### config.mk
export PLATFORM = sky130hd
export DESIGN_NAME = base64_stream_encoder_core
export DESIGN_NICKNAME = d
export VERILOG_FILES = /design/src/design/b64enc_pkg.sv /design/src/design/base64_stream_encoder_core.sv
export SDC_FILE = /design/constraint.sdc
export NUM_CORES = 1
export LEC_CHECK = 0
export BUFFER_PORTS_ARGS = -buffer_cell sky130_fd_sc_hd__clkbuf_2
export CAP_MARGIN = 40
export CORE_ASPECT_RATIO = 0.6
export CORE_MARGIN = 2
export CORE_UTILIZATION = 60
export CTS_CLUSTER_DIAMETER = 30
export DETAILED_ROUTE_END_ITERATION = 6
export HOLD_SLACK_MARGIN = 0.15
export PLACE_DENSITY = 0.88
export SYNTH_ARGS = -nofsm -noshare
export SYNTH_HDL_FRONTEND = slang
export SYNTH_SLANG_ARGS = --single-unit
### constraint.sdc
create_clock -name clk -period 3.5 [get_ports clk]
set_input_delay 0.35 -clock clk [delete_from_list [all_inputs] [get_ports clk]]
set_output_delay 0.35 -clock clk [all_outputs]
set_load 0.02 [all_outputs]
### src/design/b64enc_pkg.sv
// Package for the base64 stream encoder.
// Holds the alphabet lookup and shared widths; no dependencies.
package b64enc_pkg;

  localparam int unsigned DataW = 8;
  localparam int unsigned CharW = 7;
  localparam int unsigned GroupW = 6;
  localparam int unsigned MaxChars = 3;

  localparam logic [CharW-1:0] CharNul = 7'h00;

  // Standard alphabet: A-Z, a-z, 0-9, '+', '/'
  function automatic logic [CharW-1:0] b64_char(input logic [GroupW-1:0] grp);
    logic [CharW-1:0] g;
    g = {1'b0, grp};
    if (grp < 6'd26) begin
      b64_char = 7'h41 + g;
    end else if (grp < 6'd52) begin
      b64_char = 7'h61 + (g - 7'd26);
    end else if (grp < 6'd62) begin
      b64_char = 7'h30 + (g - 7'd52);
    end else if (grp == 6'd62) begin
      b64_char = 7'h2B;
    end else begin
      b64_char = 7'h2F;
    end
  endfunction

endpackage

### src/design/base64_stream_encoder_core.sv
// Base64 stream encoder, no padding, NUL-terminated runs.
// Depends on b64enc_pkg (alphabet lookup, widths).
//
// channel | dir | tdata                  | tlast
// in_     | in  | [7:0] data_byte        | last_byte
// out_    | out | [6:0] out_char, [7] 0  | run_last
//
// Each input transfer is encoded combinationally and registered into a
// character buffer of up to three entries, which drains one character per
// cycle into the output register while the output is not stalled. An item
// yields 1 to 3 characters (2 at most for non-last bytes). A new byte is
// taken in the cycle the buffer's final character moves to the output
// register. rst_n is synchronous, active low; output stalls hold the output
// register and back up into the buffer and in_tready.
module base64_stream_encoder_core (
  input  logic       clk,
  input  logic       rst_n,
  input  logic       in_tvalid,
  output logic       in_tready,
  input  logic [7:0] in_tdata,   // [7:0] data_byte
  input  logic       in_tlast,   // last_byte
  output logic       out_tvalid,
  input  logic       out_tready,
  output logic [7:0] out_tdata,  // [6:0] out_char, [7] zero
  output logic       out_tlast   // run_last
);
  import b64enc_pkg::*;

  typedef enum logic [1:0] {PH0, PH2, PH4} phase_t;

  phase_t            phase_r, phase_nxt;
  logic [GroupW-1:0] bits_r, bits_nxt;

  logic [CharW-1:0]  ch_r   [MaxChars];
  logic              lst_r  [MaxChars];
  logic [1:0]        cnt_r;

  logic [CharW-1:0]  ch_nxt  [MaxChars];
  logic              lst_nxt [MaxChars];
  logic [1:0]        cnt_nxt;

  logic              out_valid_r;
  logic [CharW-1:0]  out_char_r;
  logic              out_last_r;

  logic              in_xfer;
  logic              out_load;
  logic [DataW-1:0]  b;
  logic [1:0]        n;

  assign out_load  = (cnt_r != 2'd0) && (!out_valid_r || out_tready);
  assign in_tready = (cnt_r == 2'd0) || ((cnt_r == 2'd1) && out_load);
  assign in_xfer   = in_tvalid && in_tready;
  assign b         = in_tdata;

  always_comb begin
    for (int i = 0; i < MaxChars; i++) begin
      ch_nxt[i]  = CharNul;
      lst_nxt[i] = 1'b0;
    end
    n = 2'd1;
    unique case (phase_r)
      PH2: begin
        ch_nxt[0] = b64_char(bits_r | {2'b00, b[7:4]});
        bits_nxt  = {b[3:0], 2'b00};
        phase_nxt = PH4;
      end
      PH4: begin
        ch_nxt[0] = b64_char(bits_r | {4'b0000, b[7:6]});
        ch_nxt[1] = b64_char(b[5:0]);
        bits_nxt  = '0;
        phase_nxt = PH0;
        n         = 2'd2;
      end
      default: begin
        ch_nxt[0] = b64_char(b[7:2]);
        bits_nxt  = {b[1:0], 4'b0000};
        phase_nxt = PH2;
      end
    endcase
    if (in_tlast) begin
      if (phase_nxt != PH0) begin
        ch_nxt[1] = b64_char(bits_nxt);
        n         = 2'd2;
      end
      if (n == 2'd2) begin
        lst_nxt[2] = 1'b1;
      end else begin
        lst_nxt[1] = 1'b1;
      end
      n         = n + 2'd1;
      bits_nxt  = '0;
      phase_nxt = PH0;
    end
    cnt_nxt = n;
  end

  always_ff @(posedge clk) begin
    if (!rst_n) begin
      phase_r     <= PH0;
      bits_r      <= '0;
      cnt_r       <= 2'd0;
      out_valid_r <= 1'b0;
    end else begin
      if (in_xfer) begin
        phase_r <= phase_nxt;
        bits_r  <= bits_nxt;
        cnt_r   <= cnt_nxt;
        for (int i = 0; i < MaxChars; i++) begin
          ch_r[i]  <= ch_nxt[i];
          lst_r[i] <= lst_nxt[i];
        end
      end else if (out_load) begin
        cnt_r <= cnt_r - 2'd1;
        for (int i = 0; i < MaxChars - 1; i++) begin
          ch_r[i]  <= ch_r[i+1];
          lst_r[i] <= lst_r[i+1];
        end
      end
      if (out_load) begin
        out_valid_r <= 1'b1;
        out_char_r  <= ch_r[0];
        out_last_r  <= lst_r[0];
      end else if (out_tready) begin
        out_valid_r <= 1'b0;
      end
    end
  end

  assign out_tvalid = out_valid_r;
  assign out_tdata  = {1'b0, out_char_r};
  assign out_tlast  = out_last_r;

endmodule
==> out/results.txt, run 1 <==
cell count after synthesis = 395
worst r2r path cells = 7
required time of the critical path = 3.66 ns
Synth area leader = edfxtp_1
Commonest cells post-synth = 36 x nand2_1, 34 x a21oi_1, 25 x edfxtp_1
Die Wd = 99.03 um
CTS root buf = clkbuf_8
synth unique cells = 68
area grow syn2layout = 5.774%
Die Ht = 61.02 um
max_slew headroom = 0.5304
synthesis warning total = 0
critical-path cell list = inv_1 -> ha_1 -> nand3b_1 -> a21oi_1 -> a21oi_1 -> a2111oi_0 -> o32a_1
row cnt = 20
most common cell in the netlist = nand2_1
setup_tns = 0 ns
Worst Skew = 0.004768 ns
worst vdd ir = 0.0003063 V
CTS tree = built
Seq/Total Area, Yosys = 0.2864
internal power = 1066 uW
unrepaired setup endpoints after global routing = no
maximum fanout along the worst path = 19
Worst Hold End = cnt_r[0]$_SDFFE_PN0P_
commonest register cell after synthesis = edfxtp_1
clock-pin slew on the worst setup and hold paths = 0.07 ns
Die Area = 6042 um2
Initial Util = 0.6337
Core ar. = 5130 um2
Pwr Density = 500.6 nW/um2
Final HPWL DP = 6.430 mm
CP dominant cell by count = a21oi_1
Worst path slowest cell = dfxtp_1
CP bufs+invs = 1
Final nets = 433
num ports = 24
delay-heaviest family, CP = compound AO/OA/AOI/OAI gates
TritonRoute pass-1 iters = 5
power share of the clock group = 0.206
detailed-route via count = 3182
worst hold start = rst_n
fraction of registers with async set/reset = 0
Net Count, Synth = 431
# DRC = 0
maximum clock rate = 0.3634 GHz
pin count of the biggest net entering global routing = 22
final hold viol count = 0
final wirelength = 8.787 mm
Worst Setup End Kind = flop
Final Max Tran Viols = 0
area share of the largest cell type after synthesis = 0.2309
clk buf depth = 2
cts hold-fix bufs = 0
hold depth = 2
crit path time final = 2.751 ns
Net Sw Power = 655.3 uW
Post-synth EDFFs = 25
top post-synthesis cells by area = edfxtp_1 23%, ha_1 8.9%, dfxtp_1 5.5%
worst skew pair latency = 0.29 ns
GRT Util Overall = 0.2892
GP Congestion = 0.9795
H-tree Lvls = 2
DR WL/cell = 18.94 um
delay of the slowest cell on the worst path = 0.73 ns
FF+latch count, synth = 34
worst slew pin tran = 0.6866 ns
outcome = finished, final reports clean
Post-Syn Area = 3251 um2
switching share of power = 0.3807
Final ANT Viol Nets = 0
Gate power share = 0.411
initial antenna violation count = 0
vias in the first global route = 2742
R2R Setup Slk = 0.75 ns
first-pass GRT wire length = 13.71 mm
sequential group share of total power = 0.383
overflow left after global routing = 0
Syn Area/Cell = 8.229 um2
via/cell ratio = 6.858
Pleak = 0.001329 uW
Fill cells = 428
TritonCTS Buffers = 5
CTS resizes = 0
Post CTS Setup Buffer Count = 0
Hold Crit Class = in2reg
Iteration-0 DRC Markers = 398
critical path class = reg2reg
crit start category = flop
Tcrit/Tclk final = 0.7861
Setup Viol. Count Final = 0
r2r startpoint = bits_r[2]$_SDFFE_PN0P_
share of cells above drive strength 1 = 0.1332
port buffer count = 22
Worst Path Arrival = 2.91 ns
hold slack = 0.3358 ns
Maximum Capacitance Violations = 0
reg2reg end = ch_r[0][3]$_DFFE_PP_
clk sink count = 34
antenna cells = 0
## registers in the layout, indices dropped and copies added, names as in the netlist
name	cells
out_tlast	1
bits_r	4
ch_r	14
lst_r	3
out_char_r	7
phase_r	2
out_tvalid	1
cnt_r	2
## placed cells by master (no fill, tap or decap), drive strengths merged, types with 5 or more instances in the layout
| cell type | synthesis | layout |
|---|---|---|
| ha | 23 | 23 |
| dfxtp | 9 | 9 |
| nor2 | 18 | 18 |
| nand2 | 36 | 36 |
| o311ai | 5 | 5 |
| o21ai | 18 | 18 |
| a21oi | 34 | 34 |
| nand3b | 6 | 6 |
| xnor2 | 9 | 9 |
| nand4 | 5 | 5 |
| inv | 23 | 23 |
| clkbuf | 19 | 27 |
| nor2b | 9 | 9 |
| nor3 | 14 | 14 |
| a221oi | 5 | 5 |
| buf | 13 | 5 |
| or3 | 8 | 8 |
| edfxtp | 25 | 25 |
| o211ai | 5 | 5 |
| nand2b | 9 | 9 |
| nand3 | 11 | 11 |
| mux2i | 5 | 5 |
| or2 | 5 | 5 |
| a211oi | 7 | 7 |
| o21a | 6 | 6 |
## worst max path at each step
stage                                 startpoint                    to  slack, ns  cells past startpoint
after global routing      bits_r[2]$_SDFFE_PN0P_  ch_r[0][3]$_DFFE_PP_       0.61                      7
after detailed placement  bits_r[2]$_SDFFE_PN0P_  ch_r[0][2]$_DFFE_PP_       0.80                      7
after floorplan           bits_r[2]$_SDFFE_PN0P_  ch_r[0][2]$_DFFE_PP_       0.98                     10
after global placement    bits_r[2]$_SDFFE_PN0P_  ch_r[0][2]$_DFFE_PP_       0.90                      7
final                     bits_r[2]$_SDFFE_PN0P_  ch_r[0][3]$_DFFE_PP_       0.75                      7
after CTS                 bits_r[2]$_SDFFE_PN0P_  ch_r[0][2]$_DFFE_PP_       0.78                      7
## final cells by class
class / count / area (um2) / area share
clock inverter: 3 / 40.04 / 0.01164
timing repair buffer: 27 / 147.6 / 0.04294
tap: 66 / 82.58 / 0.02402
inverter: 24 / 90.09 / 0.02620
sequential: 34 / 930.9 / 0.2707
multi-input combinational: 305 / 2078 / 0.6044
clock buffer: 5 / 68.82 / 0.02001
## metal layers
metal,GRT usage,vias up,part of all wire
li1,-,1479,-
met1,0.4276,1471,0.43
met2,0.4382,215,0.42
met3,0.06697,17,0.13
met4,0.06262,0,0.015
met5,0,-,0
## power by group through the flow
stage	clock network [uW]	logic, uW	registers (uW)
final	355	707	660
after global routing	372	765	666
after CTS	354	692	659
after detailed placement	0	688	667
after global placement	0	676	661
after floorplan	0	479	681
## cell families after synthesis
kind of cell / synth area share
compound gates: 0.2717
xor+xnor: 0.02425
simple gates: 0.2244
buf+inv: 0.07428
mux: 0.02925
fa+ha+maj: 0.08853
flops: 0.2864
other cells: 0.001154
## metrics by stage
stage | std cells | setup WS [ns] | power (uW) | area, um2 | util
global placement | 456 | 0.9020 | 1336 | 3329 | 0.6490
CTS | 464 | 0.7809 | 1704 | 3438 | 0.6702
global route | 464 | 0.6095 | 1802 | 3438 | 0.6702
finish | 464 | 0.7485 | 1721 | 3438 | 0.6702
floorplan | 395 | 0.9814 | 1161 | 3251 | -
detailed placement | 456 | 0.7968 | 1355 | 3329 | 0.6490
## worst register-to-register path, stage by stage (launching register included)
cell	delay (ns)
dfxtp_1	0.73
inv_1	0.16
ha_1	0.27
nand3b_1	0.27
a21oi_1	0.19
a21oi_1	0.07
a2111oi_0	0.67
o32a_1	0.26
Note: power is estimated with default switching activity, not from simulation.
==> run 2: changes to the inputs <==
ABC_AREA = 1   (was not set)
CORE_UTILIZATION = 56   (was 60)
PLACE_DENSITY = 0.87   (was 0.88)
clock period = 2.4 ns   (was 3.5 ns; I/O delays follow)
==> out/results.txt, run 2 <==
outcome = finished, final reports clean
Post-Syn Area = 3296 um2
top post-synthesis cells by area = edfxtp_1 23%, nand2_1 13%, nand3_1 9.1%
Top reg by flops = ch_r
pin count of the biggest net entering global routing = 14
area share of the largest cell type after synthesis = 0.2278
most common cell in the netlist = nand2_1
Die Wd = 103.0 um
Setup Viol. Count Final = 0
TritonCTS Buffers = 5
max reg flops = 14
Final ANT Viol Nets = 0
fin cells = 576
first-pass GRT wire length = 14.17 mm
Worst Skew = 0.007791 ns
Post-synth EDFFs = 25
setup_tns = 0 ns
clock-pin slew on the worst setup and hold paths = 0.07 ns
met1 wire length = 3.899 mm
post-synthesis mux area share = 0
Commonest cells post-synth = 118 x nand2_1, 60 x nand3_1, 56 x inv_1
share of cells above drive strength 1 = 0.1593
Syn Area/Cell = 6.982 um2
Initial Util = 0.5861
cell count after synthesis = 472
hold depth = 4
Post CTS Setup Buffer Count = 0
Final Max Tran Viols = 0
antenna cells = 0
Seq/Total Area, Yosys = 0.2825
final wirelength = 8.927 mm
GRT Util Overall = 0.2811
commonest non-fill, non-tap cell in the layout = nand2_1
maximum fanout along the worst path = 3
num ports = 24
crit path time final = 2.262 ns
row cnt = 21
Pwr Density = 756.0 nW/um2
FF+latch count, synth = 34
Inst Count DP = 567
H-tree Lvls = 2
GP Congestion = 0.9009
crit start category = flop
Tcrit/Tclk final = 0.9426
largest family of logic cells by synthesized area = simple AND/OR/NAND/NOR gates
Die Area = 6534 um2
reg2reg end = ch_r[1][4]$_SDFFCE_PP0P_
overflow left after global routing = 0
worst skew pair latency = 0.29 ns
critical path class = reg2reg
Hold Crit Class = in2reg
Final nets = 531
area grow syn2layout = 9.491%
Synth Area in Compound Gates = 0.1469
TritonRoute pass-1 iters = 6
Worst Hold End = out_tvalid$_SDFFE_PN0P_
Die Ht = 63.42 um
Pleak = 0.001699 uW
required time of the critical path = 2.50 ns
port buffer count = 22
simple-gate share of the synthesized area = 0.3352
WL met3 = 1.082 mm
met2 WL = 3.842 mm
Core ar. = 5623 um2
Top Metal Used = met4
Regs by FF count = ch_r: 14 flops, out_char_r: 7 flops, bits_r: 4 flops
worst slew pin tran = 0.5555 ns
r2r startpoint = phase_r[0]$_SDFFE_PN0P_
fraction of registers with async set/reset = 0
Synth area leader = edfxtp_1
max_slew headroom = 0.6296
DR WL/cell = 15.50 um
worst r2r path cells = 10
detailed-route via count = 3386
maximum clock rate = 0.4420 GHz
Worst Setup End Kind = flop
worst vdd ir = 0.0004572 V
Maximum Capacitance Violations = 0
via/cell ratio = 5.878
Final HPWL DP = 7.065 mm
synthesis warning total = 0
CTS tree = built
Iteration-0 DRC Markers = 442
final hold viol count = 0
most frequent cells in the layout = 118 x nand2_1, 60 x nand3_1, 56 x inv_1, 32 x nor2_1, 28 x a21oi_1
CTS root buf = clkbuf_8
Net Count, Synth = 508
worst hold start = out_tready
R2R Setup Slk = 0.14 ns
clk sink count = 34
vias in the first global route = 2887
Worst Path Arrival = 2.36 ns
unrepaired setup endpoints after global routing = no
initial antenna violation count = 0
xor/xnor cell area share of the yosys netlist = 0.02658
# DRC = 0
post-synthesis adder-cell area fraction = 0.08732
commonest register cell after synthesis = edfxtp_1
clk buf depth = 2
synth unique cells = 40
[run 2: cell count changes in the layout (fill, tap and decap cells not counted), moves of 8 or more]
| cell | delta |
|---|---|
| inv_1 | +33 |
| nand2_2 | +8 |
| xor2_1 | +8 |
| nand2b_1 | -9 |
| or3_1 | -8 |
| nor2_1 | +14 |
| nor3_1 | -10 |
| nor2b_1 | -9 |
| nand2_1 | +82 |
| nand3_1 | +49 |
[run 2: metal layers]
layer | vias up | GRT usage
met4 | 0 | 0.04112
met5 | - | 0
met1 | 1554 | 0.4340
met3 | 15 | 0.05327
li1 | 1609 | -
met2 | 208 | 0.4140
[run 2: area by class of cell]
cell class	count	area, um2
fill	551	2014
multi-input combinational	352	1972
sequential	34	930.9
inverter	67	257.7
timing repair buffer	35	210.2
tap	80	100.1
clock buffer	5	68.82
clock inverter	3	68.82
[run 2: through the flow]
stage               total power, uW  hold WS, ns  cell area [um2]  setup WS (ns)    util
finish                         2728       0.2545             3608         0.1378  0.6417
global route                   2880       0.2788             3608       0.004314  0.6417
CTS                            2698       0.2564             3605         0.2088  0.6411
detailed placement             2068       0.4045             3457         0.2096  0.6148
global placement               2029       0.4012             3457         0.2754  0.6148
floorplan                      1762       0.4003             3296         0.2274       -
[run 2: cells by family after synthesis]
logic type | Yosys count
AO/OA/AOI/OAI | 76
XOR/XNOR | 10
adder cells (fa/ha/maj) | 23
buffers and inverters | 86
flip-flops | 34
other | 1
AND/OR/NAND/NOR | 242
[run 2: what timing repair did]
item                                    CTS  global route
endpoints found under the setup margin    0             1
hold buffers                              1             0
hold endpoints to repair                  1             0
gates resized for setup                   0             1
[run 2: power by group]
group	leakage [uW]	total, uW	switching [uW]	internal, uW
registers	0.000311	938	72.7	865
clock network	0.0000683	636	220	416
logic	0.00132	1150	790	364
[run 2: critical path, cell delays in order, from the launching register on]
cell	delay, ns
dfxtp_1	0.36
inv_1	0.07
ha_1	0.37
nor3_2	0.30
inv_1	0.13
ha_1	0.19
inv_1	0.07
nand3_1	0.10
o21ai_0	0.12
o211ai_1	0.12
a21oi_1	0.25
[run 2: how the worst max path moves through the flow]
stage	from	endpoint	slack (ns)	cells after the start
2_1_floorplan	cnt_r[0]$_SDFFE_PN0P_	ch_r[0][0]$_DFFE_PP_	0.23	6
5_1_grt	phase_r[0]$_SDFFE_PN0P_	ch_r[1][3]$_SDFFCE_PP0P_	0.004	13
3_5_place_dp	phase_r[0]$_SDFFE_PN0P_	ch_r[1][3]$_SDFFCE_PP0P_	0.21	13
6_report	phase_r[0]$_SDFFE_PN0P_	ch_r[1][4]$_SDFFCE_PP0P_	0.14	10
3_3_place_gp	phase_r[0]$_SDFFE_PN0P_	ch_r[1][3]$_SDFFCE_PP0P_	0.28	13
4_1_cts	phase_r[0]$_SDFFE_PN0P_	ch_r[1][3]$_SDFFCE_PP0P_	0.21	13
==> run 3: changes to the inputs <==
CELL_PAD_IN_SITES_DETAIL_PLACEMENT = 1   (was not set)
CELL_PAD_IN_SITES_GLOBAL_PLACEMENT = 2   (was not set)
CORE_UTILIZATION = 31   (was 56)
PLACE_DENSITY = 0.85   (was 0.87)
==> out/results.txt, run 3 (synthesis results as in run 2) <==
Worst Setup End Kind = flop
vias in the first global route = 3288
unrepaired setup endpoints after global routing = no
Core ar. = 10450 um2
GRT Util Overall = 0.2012
CTS root buf = clkbuf_16
global-route met3 utilization = 0.02429
maximum clock rate = 0.4491 GHz
DR WL/cell = 17.50 um
outcome = finished, final reports clean
setup_tns = 0 ns
Die Wd = 137.1 um
area grow syn2layout = 13.82%
Final HPWL DP = 9.093 mm
commonest non-fill, non-tap cell in the layout = nand2_1
critical-path cell list = inv_1 -> ha_2 -> nor3_4 -> inv_1 -> ha_1 -> inv_1 -> nand3_1 -> inv_1 -> nor2_2 -> nand3_1 -> nand3_1 -> nand2_1 -> inv_1
Tcrit/Tclk final = 0.9277
Die Ht = 83.87 um
Final Max Tran Viols = 0
clock-pin slew on the worst setup and hold paths = 0.05 ns
TritonRoute pass-1 iters = 5
final hold viol count = 0
CP dominant cell by count = inv_1
clk buf depth = 2
crit path time final = 2.227 ns
Pleak = 0.001743 uW
Top reg by flops = ch_r
initial antenna violation count = 0
Final nets = 537
worst hold start = in_tlast
Pwr Density = 759.9 nW/um2
final wirelength = 11.20 mm
num ports = 24
final core occ = 0.3590
Final ANT Viol Nets = 0
Hold Crit Class = in2reg
worst setup path start = phase_r[0]$_SDFFE_PN0P_
critical path class = reg2reg
first-pass GRT wire length = 17.87 mm
Maximum Capacitance Violations = 0
share of cells above drive strength 1 = 0.1677
# DRC = 0
required time of the critical path = 2.44 ns
met2 Usage GRT = 0.2745
r2r startpoint = phase_r[0]$_SDFFE_PN0P_
Die Area = 11500 um2
pin count of the biggest net entering global routing = 14
row cnt = 29
H-tree Lvls = 2
CTS tree = built
worst skew pair latency = 0.28 ns
Worst Path Arrival = 2.26 ns
Setup Viol. Count Final = 0
crit start category = flop
antenna cells = 0
worst vdd ir = 0.0005348 V
TritonCTS Buffers = 5
most frequent cells in the layout = 118 x nand2_1, 60 x nand3_1, 56 x inv_1, 32 x nor2_1, 29 x a21oi_1
delay of the slowest cell on the worst path = 0.36 ns
most used routing layer = met1
maximum fanout along the worst path = 5
Initial Util = 0.3154
detailed-route via count = 3323
Regs by FF count = ch_r: 14 flops, out_char_r: 7 flops, bits_r: 4 flops
overflow left after global routing = 0
Worst path slowest cell = dfxtp_1
GP Congestion = 0.8830
Iteration-0 DRC Markers = 178
port buffer count = 22
met1 usage = 0.3316
max reg flops = 14
via/cell ratio = 5.192
Worst Skew = 0.003188 ns
clk sink count = 34
## run 3: changes by cell type in the layout (fill, tap and decap cells not counted), sizes merged
cell,delta
bufinv,-1
buf,+7
dlygate4sd3,-1
## run 3: layout make-up
cell class / instances / area, um2
multi-input combinational: 352 / 1977
clock inverter: 2 / 33.78
fill: 1354 / 6699
tap: 139 / 173.9
clock buffer: 5 / 125.1
timing repair buffer: 41 / 252.7
sequential: 34 / 930.9
inverter: 67 / 257.7
## run 3: worst paths after layout
path	endpoint	slack, ns	cells past startpoint
hold / removal	lst_r[2]$_SDFFCE_PN0P_	0.17	1
setup / recovery	ch_r[1][3]$_SDFFCE_PP0P_	0.17	13
setup reg to reg	ch_r[1][3]$_SDFFCE_PP0P_	0.17	13
hold reg to reg	out_char_r[0]$_DFFE_PP_	0.42	0
## run 3: power by group
group	switching [uW]	leakage (uW)	internal, uW	total (uW)
clock	220	0.0000773	479	699
sequential	70.3	0.000311	867	937
combinational	829	0.00136	386	1210
## run 3: routing by layer
metal,wire length [um],part of all wire
met1,6114,0.55
met2,4461,0.40
met3,524,0.047
met4,101,0.0090
met5,0,0
## run 3: timing repair
| action | 4_1_cts | 5_1_grt |
|---|---|---|
| hold buffers | 0 | 0 |
| setup buffers | 0 | 0 |
| hold endpoints to repair | 0 | 0 |
| setup endpoints to repair | 0 | 3 |
| gates resized for setup | 0 | 2 |
## run 3: worst max-delay path, delay by kind of cell, from the launching register on
| family | cells | cell delay (ns) |
|---|---|---|
| DFF | 1 | 0.36 |
| and+or+nand+nor | 6 | 0.65 |
| buffers and inverters | 5 | 0.41 |
| adders and majority gates | 2 | 0.56 |
## run 3: through the flow
stage,cell area [um2],std cells,hold WS (ns),power [uW],worst slack (ns)
finish,3751,640,0.1652,2850,0.1735
detailed placement,3583,633,0.4052,2143,0.1265
CTS,3742,640,0.1653,2847,0.1061
global route,3751,640,0.1621,3019,0.03879
global placement,3583,633,0.4002,2102,0.2070
floorplan,3296,472,0.4003,1762,0.2274
